File: src/sv/tdo_pkg.sv
// Shared constants and types of the task dispatcher
`default_nettype none
package tdo_pkg;

    localparam int STACK_DEPTH_DEF = 5;
    localparam int TICK_WIDTH_DEF  = 8;
    localparam int NUM_UNITS       = 3;
    localparam int UNIT_W          = 2;
    localparam int TAG_W           = 8;
    localparam int IN_TICK_W       = 8;
    localparam int OUT_LEFT_W      = 8;
    localparam int DEPTH_OUT_W     = 3;

    // unit code that addresses no unit
    localparam logic [UNIT_W-1:0] UNIT_NONE = 2'd0;

    // per-cycle control of one stack cell
    typedef struct packed {
        logic push;
        logic pop;
    } stack_ctl_t;

    // per-cycle control of one unit counter
    typedef struct packed {
        logic tick;
        logic load;
    } unit_ctl_t;

    // one result word
    typedef struct packed {
        logic [OUT_LEFT_W-1:0]  unit_one_left;
        logic [OUT_LEFT_W-1:0]  unit_two_left;
        logic [OUT_LEFT_W-1:0]  unit_three_left;
        logic [TAG_W-1:0]       unit_one_tag;
        logic [TAG_W-1:0]       unit_two_tag;
        logic [TAG_W-1:0]       unit_three_tag;
        logic [DEPTH_OUT_W-1:0] waiting_depth;
        logic                   overflow;
    } result_t;

endpackage
`default_nettype wire

File: src/sv/tdo_stack_cell.sv
// One entry of the shifting overflow stack
`default_nettype none
module tdo_stack_cell
    import tdo_pkg::*;
#(
    parameter int TICK_WIDTH = TICK_WIDTH_DEF
) (
    input  wire logic                  aclk,
    input  wire stack_ctl_t            ctl,
    input  wire logic [UNIT_W-1:0]     above_unit,
    input  wire logic [TICK_WIDTH-1:0] above_ticks,
    input  wire logic [TAG_W-1:0]      above_tag,
    input  wire logic [UNIT_W-1:0]     below_unit,
    input  wire logic [TICK_WIDTH-1:0] below_ticks,
    input  wire logic [TAG_W-1:0]      below_tag,
    output logic [UNIT_W-1:0]          unit,
    output logic [TICK_WIDTH-1:0]      ticks,
    output logic [TAG_W-1:0]           tag
);

    logic [UNIT_W-1:0]     unit_reg;
    logic [TICK_WIDTH-1:0] ticks_reg;
    logic [TAG_W-1:0]      tag_reg;

    // push moves entries away from the top, pop moves them toward it
    always_ff @(posedge aclk) begin
        if (ctl.push) begin
            unit_reg  <= above_unit;
            ticks_reg <= above_ticks;
            tag_reg   <= above_tag;
        end else if (ctl.pop) begin
            unit_reg  <= below_unit;
            ticks_reg <= below_ticks;
            tag_reg   <= below_tag;
        end
    end

    assign unit  = unit_reg;
    assign ticks = ticks_reg;
    assign tag   = tag_reg;

endmodule
`default_nettype wire

File: src/sv/tdo_unit_cell.sv
// Remaining-count and tag register of one processing unit
`default_nettype none
module tdo_unit_cell
    import tdo_pkg::*;
#(
    parameter int TICK_WIDTH = TICK_WIDTH_DEF
) (
    input  wire logic                  aclk,
    input  wire logic                  aresetn,
    input  wire unit_ctl_t             ctl,
    input  wire logic [TICK_WIDTH-1:0] load_ticks,
    input  wire logic [TAG_W-1:0]      load_tag,
    output logic                       busy,
    output logic [TICK_WIDTH-1:0]      left_next,
    output logic [TAG_W-1:0]           tag_next
);

    logic [TICK_WIDTH-1:0] left_reg;
    logic [TAG_W-1:0]      tag_reg;
    logic [TICK_WIDTH-1:0] loaded;

    // load first, then count down saturating at zero
    always_comb begin
        loaded    = ctl.load ? load_ticks : left_reg;
        left_next = (loaded == '0) ? loaded : loaded - TICK_WIDTH'(1);
        tag_next  = ctl.load ? load_tag : tag_reg;
    end

    always_ff @(posedge aclk) begin
        if (!aresetn) begin
            left_reg <= '0;
            tag_reg  <= '0;
        end else if (ctl.tick) begin
            left_reg <= left_next;
            tag_reg  <= tag_next;
        end
    end

    assign busy = (left_reg != '0);

endmodule
`default_nettype wire

File: src/sv/task_dispatch_with_overflow_stack.sv
// Top level: three-unit task dispatcher with an overflow stack
//
//  channel | ports    | word
//  --------+----------+------------------------------------------------
//  input   | s_*      | one tick: has_task, task_unit, task_ticks, tag
//  result  | m_*      | unit counts and tags, stack depth, overflow
//
// One tick is taken every cycle while s_ready is high; its result is
// registered. The unit counters and the stack cells all update in the
// accepting cycle, the stack top sitting in the first cell of the chain.
// A two-word output buffer (register plus skid) keeps s_ready high for one
// more word while m_ready is low; s_ready drops only when both are full.
// Synchronous active-low reset clears counts, tags, depth and the buffer.
`default_nettype none
module task_dispatch_with_overflow_stack
    import tdo_pkg::*;
#(
    parameter int STACK_DEPTH = STACK_DEPTH_DEF,
    parameter int TICK_WIDTH  = TICK_WIDTH_DEF
) (
    input  wire logic                   aclk,
    input  wire logic                   aresetn,
    input  wire logic                   s_valid,
    output logic                        s_ready,
    input  wire logic                   s_has_task,
    input  wire logic [UNIT_W-1:0]      s_task_unit,
    input  wire logic [IN_TICK_W-1:0]   s_task_ticks,
    input  wire logic [TAG_W-1:0]       s_task_tag,
    output logic                        m_valid,
    input  wire logic                   m_ready,
    output logic [OUT_LEFT_W-1:0]       m_unit_one_left,
    output logic [OUT_LEFT_W-1:0]       m_unit_two_left,
    output logic [OUT_LEFT_W-1:0]       m_unit_three_left,
    output logic [TAG_W-1:0]            m_unit_one_tag,
    output logic [TAG_W-1:0]            m_unit_two_tag,
    output logic [TAG_W-1:0]            m_unit_three_tag,
    output logic [DEPTH_OUT_W-1:0]      m_waiting_depth,
    output logic                        m_overflow
);

    localparam int CNT_W = $clog2(STACK_DEPTH + 1);

    logic                  accept_in;
    logic                  accept_out;
    logic [TICK_WIDTH-1:0] ticks_in;

    logic [CNT_W-1:0]      count_reg;
    logic [CNT_W-1:0]      count_next;

    logic [UNIT_W-1:0]     cell_unit  [STACK_DEPTH];
    logic [TICK_WIDTH-1:0] cell_ticks [STACK_DEPTH];
    logic [TAG_W-1:0]      cell_tag   [STACK_DEPTH];
    stack_ctl_t            stack_ctl;

    logic [NUM_UNITS-1:0]  unit_busy;
    unit_ctl_t             unit_ctl   [NUM_UNITS];
    logic [TICK_WIDTH-1:0] unit_ticks [NUM_UNITS];
    logic [TAG_W-1:0]      unit_tag   [NUM_UNITS];
    logic [TICK_WIDTH-1:0] left_next  [NUM_UNITS];
    logic [TAG_W-1:0]      tag_next   [NUM_UNITS];

    logic                  task_ok;
    logic                  task_busy;
    logic                  load_task;
    logic                  stack_full;
    logic                  do_push;
    logic                  do_pop;
    logic                  overflow_now;

    result_t               res_next;
    result_t               out_reg;
    result_t               skid_reg;
    logic                  out_valid_reg;
    logic                  skid_valid_reg;

    assign accept_in  = s_valid && s_ready;
    assign accept_out = out_valid_reg && m_ready;
    assign ticks_in   = TICK_WIDTH'(s_task_ticks);

    // dispatch decision for this tick
    always_comb begin
        task_ok      = s_has_task && (s_task_unit != UNIT_NONE);
        task_busy    = task_ok && unit_busy[s_task_unit - 2'd1];
        load_task    = task_ok && !task_busy;
        stack_full   = (count_reg >= CNT_W'(STACK_DEPTH));
        do_push      = task_busy && !stack_full;
        overflow_now = task_busy && stack_full;
        do_pop       = !s_has_task && (count_reg != '0) && (cell_unit[0] != UNIT_NONE)
                       && !unit_busy[cell_unit[0] - 2'd1];
        stack_ctl.push = accept_in && do_push;
        stack_ctl.pop  = accept_in && do_pop;
        count_next = count_reg;
        if (do_push) begin
            count_next = count_reg + CNT_W'(1);
        end else if (do_pop) begin
            count_next = count_reg - CNT_W'(1);
        end
    end

    // stack depth
    always_ff @(posedge aclk) begin
        if (!aresetn) begin
            count_reg <= '0;
        end else if (accept_in) begin
            count_reg <= count_next;
        end
    end

    // chain of stack cells, top at cell 0
    for (genvar i = 0; i < STACK_DEPTH; i++) begin : g_stack
        logic [UNIT_W-1:0]     a_unit, b_unit;
        logic [TICK_WIDTH-1:0] a_ticks, b_ticks;
        logic [TAG_W-1:0]      a_tag, b_tag;

        if (i == 0) begin : g_first
            assign a_unit  = s_task_unit;
            assign a_ticks = ticks_in;
            assign a_tag   = s_task_tag;
        end else begin : g_inner
            assign a_unit  = cell_unit[i-1];
            assign a_ticks = cell_ticks[i-1];
            assign a_tag   = cell_tag[i-1];
        end

        if (i == STACK_DEPTH - 1) begin : g_last
            assign b_unit  = cell_unit[i];
            assign b_ticks = cell_ticks[i];
            assign b_tag   = cell_tag[i];
        end else begin : g_mid
            assign b_unit  = cell_unit[i+1];
            assign b_ticks = cell_ticks[i+1];
            assign b_tag   = cell_tag[i+1];
        end

        tdo_stack_cell #(
            .TICK_WIDTH (TICK_WIDTH)
        ) u_cell (
            .aclk        (aclk),
            .ctl         (stack_ctl),
            .above_unit  (a_unit),
            .above_ticks (a_ticks),
            .above_tag   (a_tag),
            .below_unit  (b_unit),
            .below_ticks (b_ticks),
            .below_tag   (b_tag),
            .unit        (cell_unit[i]),
            .ticks       (cell_ticks[i]),
            .tag         (cell_tag[i])
        );
    end

    // unit counters, loaded from the new task or from the popped top
    for (genvar k = 0; k < NUM_UNITS; k++) begin : g_unit
        logic sel_task;
        logic sel_pop;

        assign sel_task = load_task && (s_task_unit == UNIT_W'(k + 1));
        assign sel_pop  = do_pop && (cell_unit[0] == UNIT_W'(k + 1));

        assign unit_ctl[k].tick = accept_in;
        assign unit_ctl[k].load = sel_task || sel_pop;
        assign unit_ticks[k]    = sel_task ? ticks_in : cell_ticks[0];
        assign unit_tag[k]      = sel_task ? s_task_tag : cell_tag[0];

        tdo_unit_cell #(
            .TICK_WIDTH (TICK_WIDTH)
        ) u_unit (
            .aclk       (aclk),
            .aresetn    (aresetn),
            .ctl        (unit_ctl[k]),
            .load_ticks (unit_ticks[k]),
            .load_tag   (unit_tag[k]),
            .busy       (unit_busy[k]),
            .left_next  (left_next[k]),
            .tag_next   (tag_next[k])
        );
    end

    // result word of this tick
    always_comb begin
        res_next.unit_one_left   = OUT_LEFT_W'(left_next[0]);
        res_next.unit_two_left   = OUT_LEFT_W'(left_next[1]);
        res_next.unit_three_left = OUT_LEFT_W'(left_next[2]);
        res_next.unit_one_tag    = tag_next[0];
        res_next.unit_two_tag    = tag_next[1];
        res_next.unit_three_tag  = tag_next[2];
        res_next.waiting_depth   = DEPTH_OUT_W'(count_next);
        res_next.overflow        = overflow_now;
    end

    // output register with skid
    always_ff @(posedge aclk) begin
        if (!aresetn) begin
            out_valid_reg  <= 1'b0;
            skid_valid_reg <= 1'b0;
        end else begin
            if (accept_out) begin
                if (skid_valid_reg) begin
                    out_reg        <= skid_reg;
                    skid_valid_reg <= 1'b0;
                end else if (accept_in) begin
                    out_reg <= res_next;
                end else begin
                    out_valid_reg <= 1'b0;
                end
            end else if (accept_in) begin
                if (!out_valid_reg) begin
                    out_reg       <= res_next;
                    out_valid_reg <= 1'b1;
                end else begin
                    skid_reg       <= res_next;
                    skid_valid_reg <= 1'b1;
                end
            end
        end
    end

    assign s_ready           = !skid_valid_reg;
    assign m_valid           = out_valid_reg;
    assign m_unit_one_left   = out_reg.unit_one_left;
    assign m_unit_two_left   = out_reg.unit_two_left;
    assign m_unit_three_left = out_reg.unit_three_left;
    assign m_unit_one_tag    = out_reg.unit_one_tag;
    assign m_unit_two_tag    = out_reg.unit_two_tag;
    assign m_unit_three_tag  = out_reg.unit_three_tag;
    assign m_waiting_depth   = out_reg.waiting_depth;
    assign m_overflow        = out_reg.overflow;

endmodule
`default_nettype wire

File: config.mk
export PLATFORM = sky130hd
export DESIGN_NAME = task_dispatch_with_overflow_stack
export DESIGN_NICKNAME = d
export VERILOG_FILES = /design/src/sv/tdo_pkg.sv /design/src/sv/tdo_stack_cell.sv /design/src/sv/tdo_unit_cell.sv /design/src/sv/task_dispatch_with_overflow_stack.sv
export SDC_FILE = /design/constraint.sdc
export NUM_CORES = 1
export LEC_CHECK = 0
export ABC_AREA = 1
export BUFFER_PORTS_ARGS = -buffer_cell sky130_fd_sc_hd__buf_2
export CORE_MARGIN = 2
export CORE_UTILIZATION = 55
export DETAILED_ROUTE_END_ITERATION = 8
export PLACE_DENSITY = 0.7
export RECOVER_POWER = 50
export SLEW_MARGIN = 10
export SYNTH_ARGS = -nofsm -noshare
export SYNTH_HDL_FRONTEND = slang
export SYNTH_SLANG_ARGS = --single-unit
File: constraint.sdc
create_clock -name aclk -period 7.91 [get_ports aclk]
set_input_delay 0 -clock aclk [delete_from_list [all_inputs] [get_ports aclk]]
set_output_delay 0 -clock aclk [all_outputs]
set_load 0.005 [all_outputs]
==> qor.yml, run 1 <==
route:
  vias: 8815
  vias_per_cell: 5.32
  drtIter0Drc: 868
  first_pass_iters: 5
  drc_errors: 0
  final_antenna_net_count: 0
  drt-total-wl_um: 25900
  wl_per_cell_um: 15.6
global_routing:
  grt.met3_usage_pct: 3.03
  top_usage_layer: "met2"
  use_met2_pct: 35.8
  grt-ovfl-total: 0
  grt_util_all_layers_pct: 23.2
  antenna_found_initial: 1
  grt_pass1_vias: 8132
  grt_max_degree: 95
  grt_pass1_wl_um: 41800
  use_met1_pct: 35.4
timing:
  setup_violations: 0
  slew_headroom_pct: -55.8
  fin_skew_ns: 0.0101
  fin_tns_setup_ns: 0
  maxSlewViolCount: 133
  clock.fmax_mhz: 209
  post-route-period-util_pct: 60.6
  period_minus_slack_ns: 4.79
  rsz0062_at_grt: "false"
  tightestPinTransition_ns: 2.34
  timing.final.hold_violations: 0
clocking:
  clockBufferDepth: 3
  cts_resized: 0
  clock_sinks: 247
  numCtsBuffers: 27
  cts_max_level: 1
  root_buffer: "clkbuf_16"
  insertion_delay_ns: 0.53
  tritoncts: "yes"
  path_clk_slew_ns: 0.06
setup_path:
  critPathArrivalTime_ns: 5.07
  critical_path.max_fanout: 29
  endpoint_kind: "register"
  cp-start-kind: "primary input"
  cp_data_required_time_ns: 8.19
  path_class: "in -> reg"
yosys:
  netlist_top_cells_area: "edfxtp_1 (49%), nand2_1 (12%), dfxtp_1 (9.0%)"
  synth_async_sr_flop_share_pct: 0
  synth_mux_area_share_pct: 0
  ys_top_cells_by_count: "nand2_1 (366), edfxtp_1 (194), o21ai_0 (156)"
  synthFlopType: "edfxtp_1"
  synthCells: 1281
  synth.net_count: 1322
  synth_edf_count: 194
  yosys_warnings: 0
  yosysTopAreaCellShare_pct: 49.3
  yosysMostFrequentCell: "nand2_1"
  yosysTopAreaCell: "edfxtp_1"
  synth_top_family_by_area: "simple AND/OR/NAND/NOR gates"
  synthXorXnorAreaFrac_pct: 0.742
  synth_cell_type_count: 39
  ys_ff_latch: 247
  syn_avg_cell_area_um2: 9.22
  syn_area_um2: 11800
  synth_seq_area_share_pct: 58.3
  synth_fa_ha_area_share_pct: 1.91
  synth_compound_area_share_pct: 10.8
  synth-simple-area-share_pct: 21.2
place:
  dp.final_hpwl_um: 17100
  dp_cells: 1585
  globalplace.congestion: 0.886
  portBuffers: 76
power_and_ir_drop:
  ir_worst_vdd_uv: 210
  p_leak_nw: 5.86
  powerDensity_nw_per_um2: 268
final_layout:
  drive_gt1_share_pct: 12.5
  final_nets: 1401
  largest_reg_flops: 52
  finalNonFillerCells: 1656
  n_antenna_cell: 0
  fill_cells: 1767
  area_growth_pct: 14.3
die:
  rows: 53
  die_h_um: 151
  die_w_um: 151
  core_um2: 21000
  ios: 77
  dieArea_um2: 22700
  initial_core_util_pct: 56.2
outcome:
  status: "finished with violations"
  violations: "capacitance limit, slew limit"
min_path:
  hp-class: "in -> reg"
run:
  maxCapViolations: 3
==> worst paths after layout <==
kind,startpoint,endpoint,slack [ns],cells after the start
hold / removal,s_task_unit[0],g_stack[0].u_cell.unit[0],0.02,3
setup reg to reg,skid_valid_reg,skid_reg[40],3.26,8
hold reg to reg,g_stack[3].u_cell.ticks[6],g_stack[4].u_cell.ticks[6],0.45,0
setup / recovery,s_task_unit[1],m_unit_two_left[1],3.12,19
==> per-layer routing <==
metal	wire (µm)	vias up
li1	-	4401
met1	12300	4112
met2	11600	266
met3	1600	34
met4	353	2
met5	15	-
==> per-stage QoR <==
step / total power (W) / worst slack [ns] / hold WS (ns) / instance area, µm² / util, %
5_1_grt: 0.00380 / 2.75 / 0.0545 / 13500 / 64.2
4_1_cts: 0.00365 / 4.28 / 0.0142 / 13600 / 64.6
2_1_floorplan: 0.00209 / 2.42 / 0.138 / 11800 / -
3_5_place_dp: 0.00226 / 4.23 / 0.361 / 12400 / 58.9
3_3_place_gp: 0.00224 / 4.33 / 0.346 / 12400 / 58.9
6_report: 0.00362 / 3.12 / 0.0190 / 13500 / 64.2
==> placed cells by master, fill, tap and decap left out, types with 2 or more instances in the layout <==
| master | count |
|---|---|
| xor2_1 | 8 |
| nor2_2 | 10 |
| clkbuf_8 | 6 |
| o21bai_1 | 2 |
| nor2_1 | 63 |
| ha_1 | 18 |
| o21ai_1 | 19 |
| xnor2_1 | 2 |
| nor2_4 | 9 |
| nand2_1 | 368 |
| buf_4 | 7 |
| a21oi_2 | 2 |
| buf_2 | 38 |
| a21oi_1 | 64 |
| o21ai_0 | 156 |
| clkinv_1 | 3 |
| nand3_4 | 2 |
| clkinv_2 | 6 |
| nand2_4 | 4 |
| bufinv_16 | 6 |
| nand3_2 | 15 |
| dfxtp_1 | 53 |
| clkbuf_1 | 42 |
| edfxtp_1 | 194 |
| inv_1 | 135 |
| nand3_1 | 33 |
| clkbuf_16 | 27 |
| nand2_2 | 17 |
| inv_2 | 14 |
| o21ai_2 | 3 |
| nand4_1 | 22 |
| dlygate4sd3_1 | 21 |
==> cell families after synthesis <==
family | count (synthesis)
XOR/XNOR | 10
AND/OR/NAND/NOR | 549
flip-flops | 247
buffers and inverters | 208
adder cells (fa/ha/maj) | 18
AO/OA/AOI/OAI | 249
==> where the power goes <==
group / internal (W) / switching (W) / total (W)
combinational: 0.000203 / 0.000430 / 0.000632
sequential: 0.00156 / 0.0000484 / 0.00161
clock: 0.000875 / 0.000503 / 0.00138
==> worst max-delay path, cell delays in order <==
cell,delay (ns)
dlygate4sd3_1,0.52
clkbuf_1,0.23
inv_1,0.11
ha_1,0.21
nor2_1,0.79
nand4_1,1.01
nand2_1,0.86
inv_2,0.13
nand2_1,0.10
nand2_2,0.08
inv_2,0.12
ha_1,0.15
inv_1,0.06
nor3_4,0.24
nand2_4,0.13
nand2_2,0.09
nand2_1,0.10
nand2_1,0.08
nand2_1,0.05
==> area by class of cell <==
| cell class | count | area, µm² | area share, % |
|---|---|---|---|
| timing repair buffer | 108 | 611 | 4.53 |
| sequential | 247 | 6890 | 51.1 |
| inverter | 150 | 563 | 4.17 |
| tap | 275 | 344 | 2.55 |
| clock buffer | 34 | 762 | 5.65 |
| multi-input combinational | 826 | 4090 | 30.3 |
| clock inverter | 16 | 235 | 1.74 |
==> what timing repair did <==
action	CTS	global route
setup buffers	0	0
hold buffers	21	0
endpoints found under the hold margin	44	0
(Power assumes the default switching activity.)
==> inputs of run 2 (changes only) <==
clock period = 4.6 ns   (was 7.91 ns; I/O delays follow)
==> run 2 against run 1 <==
Against the previous run: via count is 0.12% lower; core utilization is 0.54 points lower; global-route usage hardly changed; die area stayed put; critical path depth is 1 lower; cell count is 0.30% lower; critical endpoint is now m_unit_three_left[7]; clock power is 59% higher; worst hold slack better by 0.0011 ns; the run still ends with capacitance limit, slew limit left.
==> qor.yml, run 2 (synthesis gave the netlist of run 1 again) <==
timing:
  maxSlewViolCount: 57  # -57%
  rsz0062_at_grt: "false"
  fin_tns_setup_ns: 0  # unchanged
  hold_slack_ns: 0.0201  # +0.00108 ns
  clock.fmax_mhz: 252
  slew_headroom_pct: -48.3  # +7.6 points
  period_minus_slack_ns: 3.97
  post-route-period-util_pct: 86.3
  fin_skew_ns: 0.0102  # +0.000105 ns
  timing.final.hold_violations: 0  # unchanged
  tightestPinTransition_ns: 2.22  # -0.113 ns
  setup_violations: 0  # unchanged
outcome:
  violations: "capacitance limit, slew limit"
  status: "finished with violations"
route:
  vias_per_cell: 5.33  # +0.18%
  first_pass_iters: 5  # unchanged
  drt-total-wl_um: 25900  # +0.11%
  vias: 8804  # -0.12%
  drtIter0Drc: 775  # -11%
  final_antenna_net_count: 0  # unchanged
  drc_errors: 0  # unchanged
  wl_per_cell_um: 15.7  # +0.42%
power_and_ir_drop:
  ir_worst_vdd_uv: 270  # +29%
  powerDensity_nw_per_um2: 451  # +68%
  p_leak_nw: 5.82  # -0.81%
final_layout:
  final_nets: 1398  # -0.21%
  drive_gt1_share_pct: 12.3  # -0.17 points
  n_antenna_cell: 0  # unchanged
  fill_cells: 1761  # -0.34%
  layout_common_cells: "nand2_1 (367), edfxtp_1 (194), o21ai_0 (162)"
  mostFrequentLayoutCell: "nand2_1"
  largest_reg_flops: 52  # unchanged
  area_growth_pct: 13.3
  finalNonFillerCells: 1651  # -0.30%
clocking:
  path_clk_slew_ns: 0.06  # about the same
  root_buffer: "clkbuf_16"
  numCtsBuffers: 25  # -7.4%
  tritoncts: "yes"
  clockBufferDepth: 3  # unchanged
  insertion_delay_ns: 0.53  # about the same
  post_cts_buffers: 0  # unchanged
  clock_sinks: 247  # unchanged
  cts_max_level: 1  # unchanged
global_routing:
  antenna_found_initial: 0  # -1
  grt_max_degree: 93  # -2.1%
  grt_pass1_vias: 8180  # +0.59%
  grt-ovfl-total: 0  # unchanged
  grt_util_all_layers_pct: 23.2  # +0.026 points
  grt_pass1_wl_um: 41600  # -0.31%
die:
  core_um2: 21000  # unchanged
  ios: 77  # unchanged
  die_h_um: 151  # unchanged
  dieArea_um2: 22700  # unchanged
  rows: 53  # unchanged
  die_w_um: 151  # unchanged
  initial_core_util_pct: 56.2  # unchanged
setup_path:
  cp_data_required_time_ns: 4.84  # -3.35 ns
  critical_path.max_fanout: 20  # -31%
  critPathArrivalTime_ns: 4.21  # -0.86 ns
  cp-start-kind: "register"
  path_class: "reg -> reg"
  endpoint_kind: "register"
place:
  dp.final_hpwl_um: 17100  # -0.32%
  dp_cells: 1585  # unchanged
  globalplace.congestion: 0.914  # +3.3%
  portBuffers: 76  # unchanged
run:
  maxCapViolations: 1  # -2
min_path:
  hp-class: "in -> reg"
## run 2: cell count changes in the layout (fill, tap and decap cells not counted), sizes merged
cell	change
buf	+7
clkbuf	-9
clkinv	-3
clkinvlp	+1
dlygate4sd3	-1
## run 2: area by class of cell
| cell class | count | area, µm² | share of cell area, % |
|---|---|---|---|
| sequential | 247 | 6890 | 51.5 |
| timing repair buffer | 107 | 613 | 4.58 |
| clock buffer | 32 | 662 | 4.95 |
| tap | 275 | 344 | 2.57 |
| clock inverter | 14 | 221 | 1.66 |
| inverter | 150 | 563 | 4.21 |
| multi-input combinational | 826 | 4090 | 30.5 |
## run 2: through the flow
step	setup slack (ns)	power [W]	area, µm²	utilization (%)
2_1_floorplan	0.770	0.00359	11800	-
3_3_place_gp	1.14	0.00386	12400	58.9
3_5_place_dp	0.979	0.00389	12400	58.9
4_1_cts	0.965	0.00609	13500	64.1
5_1_grt	0.289	0.00633	13400	63.6
6_report	0.630	0.00604	13400	63.6
## run 2: worst paths after layout
path	from	endpoint	slack (ns)	cells after the start
worst min-delay path	s_has_task	skid_reg[0]	0.02	3
worst min register to register	g_stack[3].u_cell.tag[1]	g_stack[4].u_cell.tag[1]	0.45	0
worst max-delay path	count_reg[0]	m_unit_three_left[7]	0.63	18
worst max register to register	count_reg[0]	m_unit_three_left[7]	0.63	18
## run 2: where the power goes
| group | switching [W] | total, W | leakage (nW) | internal [W] |
|---|---|---|---|---|
| Sequential | 0.0000800 | 0.00277 | 2.24 | 0.00269 |
| Clock | 0.000834 | 0.00219 | 0.426 | 0.00135 |
| Combinational | 0.000739 | 0.00109 | 3.15 | 0.000347 |
## run 2: critical path, stage by stage, from the launching register on
cell and delay, ns:
dfxtp_1 0.48, inv_1 0.09, ha_1 0.21, ha_1 0.18
nor2_1 0.10, nand2_1 0.05, nor2_1 0.39, nand3_1 0.71
nand2_4 0.40, inv_2 0.09, nand2_1 0.07, nand2_1 0.08
inv_2 0.13, ha_1 0.17, nand2_2 0.06, nor2_4 0.12
nand2_4 0.11, nand3_1 0.15, a21oi_1 0.09
## run 2: what timing repair did
item                      CTS  global route
hold buffers               20             0
gates resized for setup     0             0
hold endpoints to repair   46             0
## run 2: per-layer routing
metal  up-vias  part of all wire [%]  global-route usage [%]
li1       4397                     -                       -
met1      4095                    49                    35.5
met2       271                    44                    35.1
met3        41                   5.8                    3.24
met4         0                   1.9                    5.71
met5         -                     0                       0
==> inputs of run 3 (changes only) <==
CORE_ASPECT_RATIO = 1.75   (was unset)
CORE_MARGIN = 4   (was 2)
CORE_UTILIZATION = 49   (was 55)
PLACE_DENSITY = 0.64   (was 0.7)
==> run 3 against run 2 <==
Against the previous run: first-iteration DRC count shrank 15%; routed wire length fell by 1.7%; the run still ends with capacitance limit, slew limit left; highest routed layer unchanged; cell count increased by 1.8%; largest cell class unchanged; global-route usage shrank 4.3 points; core utilization shrank 7.0 points; worst hold slack gained 0.022 ns; critical endpoint is now m_unit_two_left[0]; maximum frequency increased by 4.4%.
==> qor.yml, run 3 (synthesis gave the netlist of run 1 again) <==
place:
  portBuffers: 76  # unchanged
  dp_cells: 1617  # +2.0%
  globalplace.congestion: 0.873  # -4.5%
  placed_area_um2: 12400  # +0.47%
  preCtsSetupSlack_ns: 1.17  # +0.194 ns
  dp.final_hpwl_um: 17500  # +2.2%
route:
  first_pass_iters: 5  # unchanged
  vias_per_cell: 5.16  # -3.3%
  drt-total-wl_um: 25400  # -1.7%
  drc_errors: 0  # unchanged
  vias: 8666  # -1.6%
  drtIter0Drc: 661  # -15%
  final_antenna_net_count: 0  # unchanged
  wl_per_cell_um: 15.1  # -3.4%
timing:
  timing.final.hold_violations: 0  # unchanged
  fin_tns_setup_ns: 0  # unchanged
  tightestPinTransition_ns: 2.07  # -0.155 ns
  maxSlewViolCount: 82  # +44%
  clock.fmax_mhz: 263  # +4.4%
  fin_skew_ns: 0.0137  # +0.00351 ns
  rsz0062_at_grt: "false"
  slew_headroom_pct: -38.5  # +9.8 points
  setup_ws_ns: 0.796  # +0.166 ns
  period_minus_slack_ns: 3.80  # -0.166 ns
  setup_violations: 0  # unchanged
  post-route-period-util_pct: 82.7  # -3.6 points
clocking:
  tritoncts: "yes"
  path_clk_slew_ns: 0.06  # about the same
  insertion_delay_ns: 0.52  # about the same
  numCtsBuffers: 23  # -8.0%
  clock_sinks: 247  # unchanged
  clockBufferDepth: 3  # unchanged
  cts_max_level: 1  # unchanged
  root_buffer: "clkbuf_16"
  post_cts_buffers: 0  # unchanged
die:
  die_w_um: 125  # -17%
  ios: 77  # unchanged
  dieArea_um2: 26700  # +18%
  initial_core_util_pct: 50.2  # -6.0 points
  die_h_um: 213  # +42%
  core_um2: 23500  # +12%
  rows: 74  # +40%
power_and_ir_drop:
  ir_worst_vdd_uv: 279  # +3.2%
  p_leak_nw: 5.79  # -0.44%
  clockPowerShare_pct: 33.4  # -2.8 points
  switchingPower_w: 0.00161  # -2.6%
  p_int_w: 0.00414  # -5.6%
  combPwrFrac_pct: 18.5  # +0.5 points
  switching_share_pct: 28.0  # +0.64 points
  powerDensity_nw_per_um2: 432  # -4.4%
  seq_power_share_pct: 48.0  # +2.2 points
final_layout:
  finalNonFillerCells: 1681  # +1.8%
  multi_input_area_um2: 4070  # -0.40%
  largest_reg_flops: 52  # unchanged
  fill_cells: 2157  # +22%
  layout_common_cells: "nand2_1 (368), edfxtp_1 (194), o21ai_0 (156)"
  utilization_pct: 56.6  # -7.0 points
  mostFrequentLayoutCell: "nand2_1"
  fin_area_um2: 13300  # -0.42%
  drive_gt1_share_pct: 12.7  # +0.44 points
  area_growth_pct: 12.8
  register_area_um2: 6890  # unchanged
  final_nets: 1400  # +0.14%
setup_path:
  cp_slowest_stage_delay_ns: 0.60  # -0.11 ns
  cp_data_required_time_ns: 4.87  # +0.03 ns
  cp-start-kind: "primary input"
  critPathArrivalTime_ns: 4.08  # -0.13 ns
  crit_path_cell_trace: "dlygate4sd3_1 > clkbuf_1 > inv_1 > ha_1 > nor2_2 > nand4_1 > buf_4 > nand2_4 > inv_2 > nand2_1 > nand2_2 > inv_2 > ha_1 > inv_1 > nor3_4 > nand2_4 > nand2_2 > nand2_1 > nand2_1 > nand2_1"
  endpoint_kind: "register"
  path_common_cell: "nand2_1"
  cpMaxStageDelayCell: "nand4_1"
  critical_path.max_fanout: 19  # -5.0%
  path_class: "in -> reg"
global_routing:
  grt_util_all_layers_pct: 18.9  # -4.3 points
  grt_pass1_wl_um: 41600  # -0.17%
  antenna_found_initial: 1  # +1
  grt-ovfl-total: 0  # unchanged
  grt_max_degree: 73  # -22%
  grt_pass1_vias: 8190  # +0.12%
outcome:
  violations: "capacitance limit, slew limit"
  status: "finished with violations"
run:
  maxCapViolations: 2  # +1
min_path:
  hp-class: "in -> reg"
## run 3: path summary, 6_finish.rpt
| kind | from | endpoint | slack (ns) | depth (start not counted) |
|---|---|---|---|---|
| worst max-delay path | s_task_unit[0] | m_unit_two_left[0] | 0.80 | 20 |
| worst min-delay path | s_valid | skid_valid_reg | 0.04 | 5 |
| worst max register to register | count_reg[0] | m_unit_three_left[7] | 0.81 | 18 |
| worst min register to register | g_stack[3].u_cell.tag[3] | g_stack[4].u_cell.tag[3] | 0.45 | 0 |
## run 3: cell type report
| type | instances | share of cell area, % |
|---|---|---|
| multi-input cells | 826 | 30.5 |
| clock buffers | 34 | 5.23 |
| well taps | 304 | 2.86 |
| inverters | 150 | 4.23 |
| diodes | 1 | 0.0188 |
| flip-flops and latches | 247 | 51.7 |
| repair buffers | 111 | 4.87 |
| clock inverters | 8 | 0.545 |
## run 3: critical path, delay by kind of cell
| family | cells | cell delay (ns) |
|---|---|---|
| and+or+nand+nor | 11 | 2.14 |
| adders and majority gates | 2 | 0.40 |
| buffers and inverters | 7 | 1.54 |
## run 3: per-stage QoR
stage | hold WS [ns] | power (W)
3_5_place_dp | 0.325 | 0.00388
4_1_cts | 0.0793 | 0.00581
2_1_floorplan | 0.138 | 0.00359
3_3_place_gp | 0.324 | 0.00385
6_report | 0.0422 | 0.00575
5_1_grt | 0.0828 | 0.00606
## run 3: power groups by stage
stage | registers [W] | logic, W | clock network [W]
floorplan | 0.00280 | 0.000795 | 0
finish | 0.00276 | 0.00107 | 0.00192
detailed placement | 0.00281 | 0.00107 | 0
global route | 0.00278 | 0.00122 | 0.00206
global placement | 0.00281 | 0.00105 | 0
CTS | 0.00276 | 0.00109 | 0.00196
## run 3: repair_timing
| action | 4_1_cts | 5_1_grt |
|---|---|---|
| resized for setup | 0 | 0 |
| endpoints found under the hold margin | 41 | 0 |
| setup endpoints to repair | 0 | 0 |
| hold buffers | 21 | 0 |
## run 3: metal layers
layer / global-route usage [%] / up-vias / share of wire [%]
li1: - / 4385 / -
met3: 2.64 / 58 / 5.0
met4: 7.37 / 0 / 3.0
met2: 32.1 / 232 / 48
met1: 24.9 / 3991 / 44
met5: 0 / - / 0
